--- config.mk ---
export PLATFORM = sky130hd
export DESIGN_NAME = cyclic_random_permutation
export DESIGN_NICKNAME = d
export VERILOG_FILES = /design/src/rtl/core/crp_pkg.sv /design/src/rtl/core/crp_ram.sv /design/src/rtl/core/crp_seq.sv /design/src/rtl/core/cyclic_random_permutation.sv
export SDC_FILE = /design/constraint.sdc
export NUM_CORES = 1
export LEC_CHECK = 0
export BUFFER_PORTS_ARGS = -buffer_cell sky130_fd_sc_hd__buf_2
export CORE_MARGIN = 10
export CORE_UTILIZATION = 55
export CTS_BUF_LIST = sky130_fd_sc_hd__clkbuf_4 sky130_fd_sc_hd__clkbuf_8
export CTS_CLUSTER_SIZE = 30
export DETAILED_ROUTE_END_ITERATION = 16
export PLACE_DENSITY_LB_ADDON = 0.25
export SLEW_MARGIN = 5
export SYNTH_ARGS = -nofsm -noshare
export SYNTH_HDL_FRONTEND = slang
export SYNTH_SLANG_ARGS = --single-unit
--- constraint.sdc ---
create_clock -name clk -period 10.6 [get_ports clk]
set_input_delay 2.12 -clock clk [delete_from_list [all_inputs] [get_ports clk]]
set_output_delay 2.12 -clock clk [all_outputs]
set_load 0.1 [all_outputs]
--- src/rtl/core/crp_pkg.sv ---
package crp_pkg;

    localparam int PERM_MAX  = 64;
    localparam int RAND_BITS = 16;
    localparam int IDX_W     = $clog2(PERM_MAX);
    localparam int VAL_W     = IDX_W + 1;
    localparam int PROD_W    = RAND_BITS + IDX_W;

    // control of the permutation table ram
    typedef struct packed {
        logic             we;
        logic [IDX_W-1:0] waddr;
        logic [VAL_W-1:0] wdata;
        logic             re;
        logic [IDX_W-1:0] raddr_a;
        logic [IDX_W-1:0] raddr_b;
    } ram_req_t;

    // one result beat handed to the output register
    typedef struct packed {
        logic             load;
        logic [IDX_W-1:0] position;
        logic [VAL_W-1:0] value;
        logic             last;
    } out_beat_t;

    function automatic logic [VAL_W-1:0] clamp_size(input logic [VAL_W-1:0] v);
        logic [VAL_W-1:0] r;
        begin
            r = v;
            if (v == '0)
            begin
                r = VAL_W'(1);
            end
            else if (v > VAL_W'(PERM_MAX))
            begin
                r = VAL_W'(PERM_MAX);
            end
            return r;
        end
    endfunction

endpackage

--- src/rtl/core/crp_ram.sv ---
module crp_ram (
    input  logic                                 clk,
    input  crp_pkg::ram_req_t                    req,
    output logic [crp_pkg::VAL_W-1:0]            rdata_a,
    output logic [crp_pkg::VAL_W-1:0]            rdata_b
);

    logic [crp_pkg::VAL_W-1:0] mem [crp_pkg::PERM_MAX];

    always_ff @(posedge clk)
    begin
        if (req.we)
        begin
            mem[req.waddr] <= req.wdata;
        end
    end

    // read data holds until the next read
    always_ff @(posedge clk)
    begin
        if (req.re)
        begin
            rdata_a <= mem[req.raddr_a];
            rdata_b <= mem[req.raddr_b];
        end
    end

endmodule

--- src/rtl/core/crp_seq.sv ---
module crp_seq (
    input  logic                              clk,
    input  logic                              rst_n,
    input  logic                              in_valid,
    output logic                              in_ready,
    input  logic                              in_kind,
    input  logic [crp_pkg::RAND_BITS-1:0]     in_rand,
    input  logic [crp_pkg::VAL_W-1:0]         perm_size,
    input  logic                              out_free,
    output crp_pkg::out_beat_t                out_beat,
    output crp_pkg::ram_req_t                 ram_req,
    input  logic [crp_pkg::VAL_W-1:0]         rdata_a,
    input  logic [crp_pkg::VAL_W-1:0]         rdata_b
);

    localparam logic [1:0] S_IDLE = 2'd0;
    localparam logic [1:0] S_FILL = 2'd1;
    localparam logic [1:0] S_WR_I = 2'd2;
    localparam logic [1:0] S_WR_J = 2'd3;

    localparam int IW = crp_pkg::IDX_W;
    localparam int VW = crp_pkg::VAL_W;

    logic [1:0]    state_reg, state_next;
    logic [IW-1:0] step_reg, step_next;
    logic          active_reg, active_next;
    logic [VW-1:0] n_reg, n_next;
    logic [IW-1:0] fill_reg, fill_next;
    logic [VW-1:0] tmp_reg, tmp_next;
    logic [IW-1:0] j_reg, j_next;

    logic [VW-1:0]                 span_full;
    logic [IW-1:0]                 span;
    logic [crp_pkg::PROD_W-1:0]    prod;
    logic [IW-1:0]                 j_pick;
    logic [VW-1:0]                 n_minus1;
    logic                          last_step;
    logic                          accept;

    assign in_ready  = (state_reg == S_IDLE);
    assign accept    = in_valid && in_ready;
    assign n_minus1  = n_reg - VW'(1);
    assign span_full = n_minus1 - {1'b0, step_reg};
    assign span      = span_full[IW-1:0];
    assign prod      = crp_pkg::PROD_W'(in_rand) * crp_pkg::PROD_W'(span);
    assign j_pick    = step_reg + IW'(1) + prod[crp_pkg::PROD_W-1:crp_pkg::RAND_BITS];
    assign last_step = ({1'b0, step_reg} + VW'(1)) >= n_minus1;

    always_comb
    begin
        state_next  = state_reg;
        step_next   = step_reg;
        active_next = active_reg;
        n_next      = n_reg;
        fill_next   = fill_reg;
        tmp_next    = tmp_reg;
        j_next      = j_reg;
        ram_req     = '0;
        out_beat    = '0;

        case (state_reg)
            S_IDLE:
            begin
                if (accept)
                begin
                    if (!in_kind)
                    begin
                        n_next      = crp_pkg::clamp_size(perm_size);
                        fill_next   = '0;
                        step_next   = '0;
                        active_next = 1'b0;
                        state_next  = S_FILL;
                    end
                    else if (active_reg)
                    begin
                        ram_req.re      = 1'b1;
                        ram_req.raddr_a = step_reg;
                        ram_req.raddr_b = j_pick;
                        j_next          = j_pick;
                        state_next      = S_WR_I;
                    end
                end
            end
            S_FILL:
            begin
                ram_req.waddr = fill_reg;
                ram_req.wdata = {1'b0, fill_reg} + VW'(1);
                if ({1'b0, fill_reg} == n_minus1)
                begin
                    if (n_reg == VW'(1))
                    begin
                        // single element: the start itself gives the result
                        if (out_free)
                        begin
                            ram_req.we        = 1'b1;
                            out_beat.load     = 1'b1;
                            out_beat.position = '0;
                            out_beat.value    = VW'(1);
                            out_beat.last     = 1'b1;
                            state_next        = S_IDLE;
                        end
                    end
                    else
                    begin
                        ram_req.we  = 1'b1;
                        active_next = 1'b1;
                        state_next  = S_IDLE;
                    end
                end
                else
                begin
                    ram_req.we = 1'b1;
                    fill_next  = fill_reg + IW'(1);
                end
            end
            S_WR_I:
            begin
                if (out_free)
                begin
                    ram_req.we        = 1'b1;
                    ram_req.waddr     = step_reg;
                    ram_req.wdata     = rdata_b;
                    out_beat.load     = 1'b1;
                    out_beat.position = step_reg;
                    out_beat.value    = rdata_b;
                    tmp_next          = rdata_a;
                    state_next        = S_WR_J;
                end
            end
            S_WR_J:
            begin
                ram_req.waddr = j_reg;
                ram_req.wdata = tmp_reg;
                if (!last_step)
                begin
                    ram_req.we = 1'b1;
                    step_next  = step_reg + IW'(1);
                    state_next = S_IDLE;
                end
                else if (out_free)
                begin
                    // on the final step j is n-1, so the old entry i lands there
                    ram_req.we        = 1'b1;
                    out_beat.load     = 1'b1;
                    out_beat.position = n_minus1[IW-1:0];
                    out_beat.value    = tmp_reg;
                    out_beat.last     = 1'b1;
                    step_next         = step_reg + IW'(1);
                    active_next       = 1'b0;
                    state_next        = S_IDLE;
                end
            end
            default:
            begin
                state_next = S_IDLE;
            end
        endcase
    end

    always_ff @(posedge clk or negedge rst_n)
    begin
        if (!rst_n)
        begin
            state_reg  <= S_IDLE;
            step_reg   <= '0;
            active_reg <= 1'b0;
            n_reg      <= VW'(1);
            fill_reg   <= '0;
        end
        else
        begin
            state_reg  <= state_next;
            step_reg   <= step_next;
            active_reg <= active_next;
            n_reg      <= n_next;
            fill_reg   <= fill_next;
        end
    end

    always_ff @(posedge clk)
    begin
        tmp_reg <= tmp_next;
        j_reg   <= j_next;
    end

endmodule

--- src/rtl/core/cyclic_random_permutation.sv ---
// cyclic random permutation generator, one swap per draw beat
// slave stream: tuser = kind (0 start, 1 draw), tdata = rand_value (16 bits)
// master stream: tdata = position, value; tlast marks the final entry
// config: perm_size at address 0 (1..64, 0 counts as 1, above 64 saturates),
// latched when a start beat is taken
// a start beat fills the table ram with 1..n, one entry per cycle; with n = 1
// it waits for a free output stage and emits position 0 value 1 last
// a draw beat reads entries i and j in the same cycle, then writes i back in
// S_WR_I, handing its result on, and j in S_WR_J through the single ram write
// port; the last draw also emits entry n-1 there; beats are taken only in S_IDLE
// draws while no run is active are dropped without result
// a registered output stage holds each result; when the receiver stalls the
// sequencer waits in place, loses no result and takes no new beat meanwhile
// reset: no run active, perm_size 64; table contents stay as they were
module cyclic_random_permutation (
    input  logic                                  clk,
    input  logic                                  rst_n,
    input  logic                                  s_axis_tvalid,
    output logic                                  s_axis_tready,
    input  logic [15:0]                           s_axis_tdata,  // rand_value
    input  logic                                  s_axis_tuser,  // kind
    output logic                                  m_axis_tvalid,
    input  logic                                  m_axis_tready,
    output logic [15:0]                           m_axis_tdata,  // position, value, zero pad
    output logic                                  m_axis_tlast,
    input  logic                                  psel,
    input  logic                                  penable,
    input  logic                                  pwrite,
    input  logic [2:0]                            paddr,
    input  logic [31:0]                           pwdata,
    output logic [31:0]                           prdata,
    output logic                                  pready
);

    localparam int IW = crp_pkg::IDX_W;
    localparam int VW = crp_pkg::VAL_W;
    localparam logic ADDR_PERM_SIZE = 1'b0;

    logic [VW-1:0]      perm_size_reg;
    logic               out_valid_reg;
    logic [IW-1:0]      out_pos_reg;
    logic [VW-1:0]      out_val_reg;
    logic               out_last_reg;
    logic               out_free;
    crp_pkg::out_beat_t out_beat;
    crp_pkg::ram_req_t  ram_req;
    logic [VW-1:0]      rdata_a;
    logic [VW-1:0]      rdata_b;

    assign pready = 1'b1;
    assign prdata = (paddr[2] == ADDR_PERM_SIZE) ? {{(32 - VW){1'b0}}, perm_size_reg} : '0;

    always_ff @(posedge clk or negedge rst_n)
    begin
        if (!rst_n)
        begin
            perm_size_reg <= VW'(crp_pkg::PERM_MAX);
        end
        else if (psel && penable && pwrite && pready && (paddr[2] == ADDR_PERM_SIZE))
        begin
            perm_size_reg <= pwdata[VW-1:0];
        end
    end

    assign out_free = !out_valid_reg || m_axis_tready;

    always_ff @(posedge clk or negedge rst_n)
    begin
        if (!rst_n)
        begin
            out_valid_reg <= 1'b0;
        end
        else if (out_free)
        begin
            out_valid_reg <= out_beat.load;
        end
    end

    always_ff @(posedge clk)
    begin
        if (out_free && out_beat.load)
        begin
            out_pos_reg  <= out_beat.position;
            out_val_reg  <= out_beat.value;
            out_last_reg <= out_beat.last;
        end
    end

    assign m_axis_tvalid = out_valid_reg;
    assign m_axis_tdata  = {{(16 - IW - VW){1'b0}}, out_val_reg, out_pos_reg};
    assign m_axis_tlast  = out_last_reg;

    crp_seq u_seq (
        .clk       (clk),
        .rst_n     (rst_n),
        .in_valid  (s_axis_tvalid),
        .in_ready  (s_axis_tready),
        .in_kind   (s_axis_tuser),
        .in_rand   (s_axis_tdata[crp_pkg::RAND_BITS-1:0]),
        .perm_size (perm_size_reg),
        .out_free  (out_free),
        .out_beat  (out_beat),
        .ram_req   (ram_req),
        .rdata_a   (rdata_a),
        .rdata_b   (rdata_b)
    );

    crp_ram u_ram (
        .clk     (clk),
        .req     (ram_req),
        .rdata_a (rdata_a),
        .rdata_b (rdata_b)
    );

endmodule

# Yosys cells after proc, flatten, opt, wreduce, memory -nomap -nowiden

Memory sizes are Yosys's and may differ from the RTL's. A register that Yosys moved wholly into a read port is not among the register bits.
Index checks and enable logic that the tools add are counted.

Flip-flop bits (word level): 57
RAM bits: 448
Input port bits: 59
Output and inout bits: 52
Logic and storage cells: 104
Memories kept: 1

Add/subtract/negate cells: 7
$mul: 1
$lt $le $gt $ge: 2
Equal/unequal tests: 15
Mux-type cells: 45
Bitwise gates (word level): 2
Reduce and logical (&&, ||, !) cells: 19

Memory list:

| memory    | depth | bits a word | read ports | clocked after memory_dff | write ports | RTL line     | source |
|---|---|---|---|---|---|---|---|
| u_ram.mem | 64    | 7           | 2          | 2                        | 1           | crp_ram.sv:8 | `logic [crp_pkg::VAL_W-1:0] mem [crp_pkg::PERM_MAX];` |

Operators with widths:

| operator            | count |
|---|---|
| $pmux 14 s3         | 2 |
| $mux 15             | 5 |
| $mux 13             | 4 |
| $mux 6              | 5 |
| $pmux 6 s2          | 2 |
| $mul 16x6->22       | 1 |
| $mux 7              | 3 |
| $mux 2              | 8 |
| $reduce_and 4->1    | 4 |
| $add 6x1->7 const B | 2 |
| $mux 14             | 1 |
| $add 6x1->6 const B | 2 |
| $mux 1              | 12 |
| $ne 2x2->1 const B  | 6 |
| $pmux 2 s4          | 1 |
| $eq 6x7->1          | 1 |
| $eq 7x1->1 const B  | 1 |
| $ge 7x7->1          | 1 |
| $gt 7x7->1 const B  | 1 |
| $logic_not 7->1     | 1 |
| $reduce_and 7->1    | 1 |
| $sub 7x1->7 const B | 1 |
| $add 6x6->6         | 1 |
| $ne 3x3->1 const B  | 2 |
| other kinds (15)    | 23 |

# Logic depth before layout (Yosys ltp)

Word-level depth: 8
Depth in mapped cells: 37
Mapped depth without buffers: 33

# Hierarchy

A second synthesis with hierarchy kept.

Cells, all modules: 1,857
Area, all modules: 28,244.6 µm²

Modules (own cells, without submodules):

| module                    | times used | cells an instance | area each (µm²) | seq. area each (µm²) |
|---|---|---|---|---|
| crp_ram                   | 1          | 1,116             | 21,496.9        | 13,873.3 |
| crp_seq                   | 1          | 670               | 5,718.0         | 942.2 |
| cyclic_random_permutation | 1          | 71                | 1,029.7         | 621.8 |

# Worst setup path after synthesis

No wires, ideal clock.

Kind: register to register
From: register u_seq.step_reg[2]
To: register u_ram.rdata_b[4] (netlist bit), read port of u_ram.mem (data pin)
Setup time: 0.268 ns
Arrival time: 7.929 ns
Slack: 2.402 ns
Stages on the path, launching flop included: 35
Buffers on the path: 6
Period minus slack after synthesis: 8.198 ns
Path through: dfrtp_1 > clkbuf_1 > buf_2 > inv_1 > clkbuf_1 > clkbuf_1 > ha_1 > o21ai_0 > nand2b_1 > a21o_1 > a21oi_1 > xnor2_1 > clkbuf_1 > and2_1 > fa_1 > inv_1 > fa_1 > fa_1 > inv_1 > ha_1 > and4_1 > a31oi_1 > a211oi_1 > o31ai_1 > a21boi_0 > xor2_1 > ha_1 > fa_1 > xnor2_2 > nor2_2 > buf_2 > mux4_2 > mux4_2 > a21oi_1 > a32oi_1

Longest elaborated chain between the ends: 7
Elaborated cells between the ends (all ways): 8

RTL lines:

| what                   | RTL line       | source |
|---|---|---|
| start, declared        | crp_seq.sv:25  | `logic [IW-1:0] step_reg, step_next;` |
| start signal, assigned | crp_seq.sv:173 | `step_reg <= step_next;` |
| $sub 6x6->6            | crp_seq.sv:43  | `assign span_full = n_minus1 - {1'b0, step_reg};` |
| $mul 16x6->22          | crp_seq.sv:45  | `assign prod = crp_pkg::PROD_W'(in_rand) * crp_pkg::PROD_W'(span);` |
| $add 6x6->6 *          | crp_seq.sv:46  | `assign j_pick = step_reg + IW'(1) + prod[crp_pkg::PROD_W-1:crp_pkg::RAND_BITS];` |
| $mux 13 *              | crp_seq.sv:74  | `else if (active_reg)` |
| $mux 13 *              | crp_seq.sv:66  | `if (!in_kind)` |
| $mux 13 *              | crp_seq.sv:64  | `if (accept)` |
| $mux 13 *              | crp_seq.sv:61  | `case (state_reg)` |
| end, declared          | crp_ram.sv:5   | `output logic [crp_pkg::VAL_W-1:0] rdata_b` |

Every way passes the cells marked *; elsewhere a longest branch is shown, timed or not.
A chain may end at the register's enable or synchronous reset.

# Worst setup path in the final report

From: register u_seq.n_reg[0]
To: register u_ram.rdata_b[5] (netlist bit), read port of u_ram.mem (data pin)

Longest elaborated chain between the ends: 8

RTL lines:

| what                   | RTL line       | source |
|---|---|---|
| start, declared        | crp_seq.sv:27  | `logic [VW-1:0] n_reg, n_next;` |
| start signal, assigned | crp_seq.sv:175 | `n_reg <= n_next;` |
| $sub 7x1->7            | crp_seq.sv:42  | `assign n_minus1 = n_reg - VW'(1);` |
| $sub 6x6->6            | crp_seq.sv:43  |  |
| $mul 16x6->22          | crp_seq.sv:45  |  |
| $add 6x6->6            | crp_seq.sv:46  |  |
| $mux 13                | crp_seq.sv:74  |  |
| $mux 13                | crp_seq.sv:66  |  |
| $mux 13                | crp_seq.sv:64  |  |
| $mux 13                | crp_seq.sv:61  |  |

Every way passes these cells.

==> flow_metrics.tcl <==
set metrics [dict create \
    cp.required_ns 11.16 \
    synth_top_area_share_pct 51.2 \
    ys_types 81 \
    hp-class "flip-flop to flip-flop" \
    synth_most_common_cell "edfxtp_1" \
    reg2regPathDepth 31 \
    avgRoutedWirePerCell_microns 27.1 \
    ys_top_cells_by_area "edfxtp_1, mux4_2, fa_1" \
    fin_nets 2370 \
    drcViolationCount 0 \
    grt_antenna_before_repair 2 \
    via_per_inst 6.66 \
    cts.sinks 519 \
    post-route-period-util_pct 87.2 \
    fin_util_pct 60.7 \
    syn_avg_cell_area_sq_um 13.4 \
    grt_max_degree 80 \
    first_global_vias 19700 \
    place_congestion 0.940 \
    via_count 19600 \
    postRouteAntennaNets 0 \
    synth_top_cell_by_area "edfxtp_1" \
    die_h_microns 248 \
    grt_first_pass_wirelength_microns 120000 \
    dieArea_sq_mm 0.0617 \
    fmax_mhz 108 \
    status "complete, no violations" \
    rsz0062_at_grt "no" \
    hpwl_microns 51600 \
    drt-total-wl_microns 79700 \
    period_minus_slack_ns 9.25 \
    crit_path_frequent_cell "fa_1" \
    endpoint_kind "flip-flop" \
    synth_edf_count 489 \
    fill_cells 3970 \
    finalSetupTns_ns 0 \
    overflow 0 \
    maxSlewViolCount 0 \
    start_kind "flip-flop" \
    setup_viol 0 \
    cts_resized 0 \
    layout-drive-gt1-share_pct 18.8 \
    yosys_warnings 0 \
    path_max_fanout 32 \
    crit_type "flip-flop to flip-flop" \
    r2r_start "u_seq.n_reg[0]" \
    cts_buffer_depth 3 \
    ys_seq_area_share_pct 53.8 \
    io_pins 111 \
    cts_tree "built" \
    core_area_sq_mm 0.0515 \
    hold_path_end "u_seq.tmp_reg[3]" \
    ys_ff_latch 519 \
    fin_area_sq_mm 0.0313 \
    maxCapViolations 0 \
    synth_area_sq_mm 0.0287 \
    cts_setup_buffers 0 \
    dr.pass1.iters 6 \
    syn_inst 2147 \
    min_from "u_ram.rdata_a[3]" \
    final-hold-violation-count 0 \
    largest-register "u_ram.mem" \
    insertion_delay_ns 0.69 \
    numPortBuffers 54 \
    die_w_microns 248 \
    root_buffer "clkbuf_8" \
    synthTopCellsByCount "edfxtp_1, nand2_1, mux4_2" \
    drtIter0Drc 2440 \
    skew_ns 0.0323 \
    whs_path_depth 0 \
    syn_to_final_growth_pct 8.97 \
    ys_async_sr_fraction_pct 5.78 \
    start_util_pct 55.7 \
    rows 83 \
    cp_data_arrival_time_ns 9.80 \
    hold_buffers 0 \
    gr-usage-all-layers_pct 25.2 \
    numCtsBuffers 86 \
    largest_register_ffs 448 \
    timing.rr.end "u_ram.rdata_b[5]" \
    htreeDepth 3 \
    ys.flop_type "edfxtp_1" \
    cpPeakStageDelay_ns 0.63 \
    r2r_setup_slack_ns 1.35 \
    cp_slowest_cell "dfstp_2" \
    clkTransAtPathRegs_ns 0.06 \
    placed_cell_area_sq_mm 0.0296 \
    relSlewSlack_pct 13.0 \
    worst_pin_slew_ns 1.30 \
]
[layout make-up]
type | count | area, sq um | area share, %
repair buffers | 106 | 698 | 2.23
multi-input cells | 1384 | 12300 | 39.2
flip-flops and latches | 519 | 15400 | 49.4
diodes | 1 | 2.50 | 0.00800
inverters | 101 | 380 | 1.22
well taps | 680 | 851 | 2.72
clock inverters | 48 | 294 | 0.940
clock buffers | 104 | 1340 | 4.28
[through the flow]
step | setup WS (ns) | std cells | hold slack [ns]
after detailed placement | 0.976 | 2790 | 0.405
final | 1.35 | 2943 | 0.416
after global routing | 0.850 | 2942 | 0.431
after floorplan | 2.40 | 2174 | 0.400
after CTS | 0.925 | 2942 | 0.415
after global placement | 1.17 | 2790 | 0.407
[worst max path at each step]
stage | start | end | slack (ns) | cells past startpoint
floorplan | u_seq.step_reg[2] | u_ram.rdata_b[4] | 2.40 | 34
global placement | u_seq.n_reg[0] | u_ram.rdata_b[5] | 1.17 | 32
detailed placement | u_seq.n_reg[0] | u_ram.rdata_b[1] | 0.98 | 31
CTS | u_seq.n_reg[0] | u_ram.rdata_b[5] | 0.93 | 31
global route | u_seq.n_reg[0] | u_ram.rdata_b[0] | 0.85 | 31
finish | u_seq.n_reg[0] | u_ram.rdata_b[5] | 1.35 | 31
[routing by layer]
layer	GRT usage (%)	share of wire, %	vias to the layer above
met5	0	0.013	-
met4	10.4	3.7	2
met3	5.54	10	195
met2	40.7	48	1130
met1	32.5	38	9889
li1	-	-	8373
[worst max-delay path, delay by kind of cell, from the launching register on]
family / cells / cell delay [ns]
adders and majority gates: 8 / 3.35
AOI/OAI and AO/OA: 10 / 2.15
and+or+nand+nor: 4 / 1.06
xor gates and xnor gates: 3 / 0.99
buffers and inverters: 6 / 0.86
DFF: 1 / 0.63
[cell usage in the layout, fill, tap and decap left out, types with 54 or more instances in the layout]
| cell | count |
|---|---|
| edfxtp_1 | 489 |
| nand2_1 | 200 |
| mux4_2 | 136 |
| mux2i_1 | 99 |
| inv_1 | 96 |
| clkbuf_8 | 89 |
| nor2_1 | 81 |
| a211oi_1 | 71 |
| o21ai_0 | 59 |
| fa_1 | 58 |
| and3_1 | 54 |
| ha_1 | 54 |
| buf_2 | 54 |
[cell families (layout without fill, tap and decap cells)]
| logic type | Yosys count | count (layout) | synth area share, % |
|---|---|---|---|
| simple gates | 549 | 549 | 9.43 |
| buf+inv | 271 | 359 | 4.22 |
| fa+ha+maj | 113 | 113 | 6.45 |
| xor+xnor | 35 | 35 | 1.22 |
| compound gates | 407 | 407 | 10.1 |
| other cells | 2 | 30 | 0.0262 |
| flops | 519 | 519 | 53.8 |
| mux | 251 | 251 | 14.8 |
Power is not shown: default switching activity piles up to over one toggle a cycle in this logic, so the estimate is an artifact.
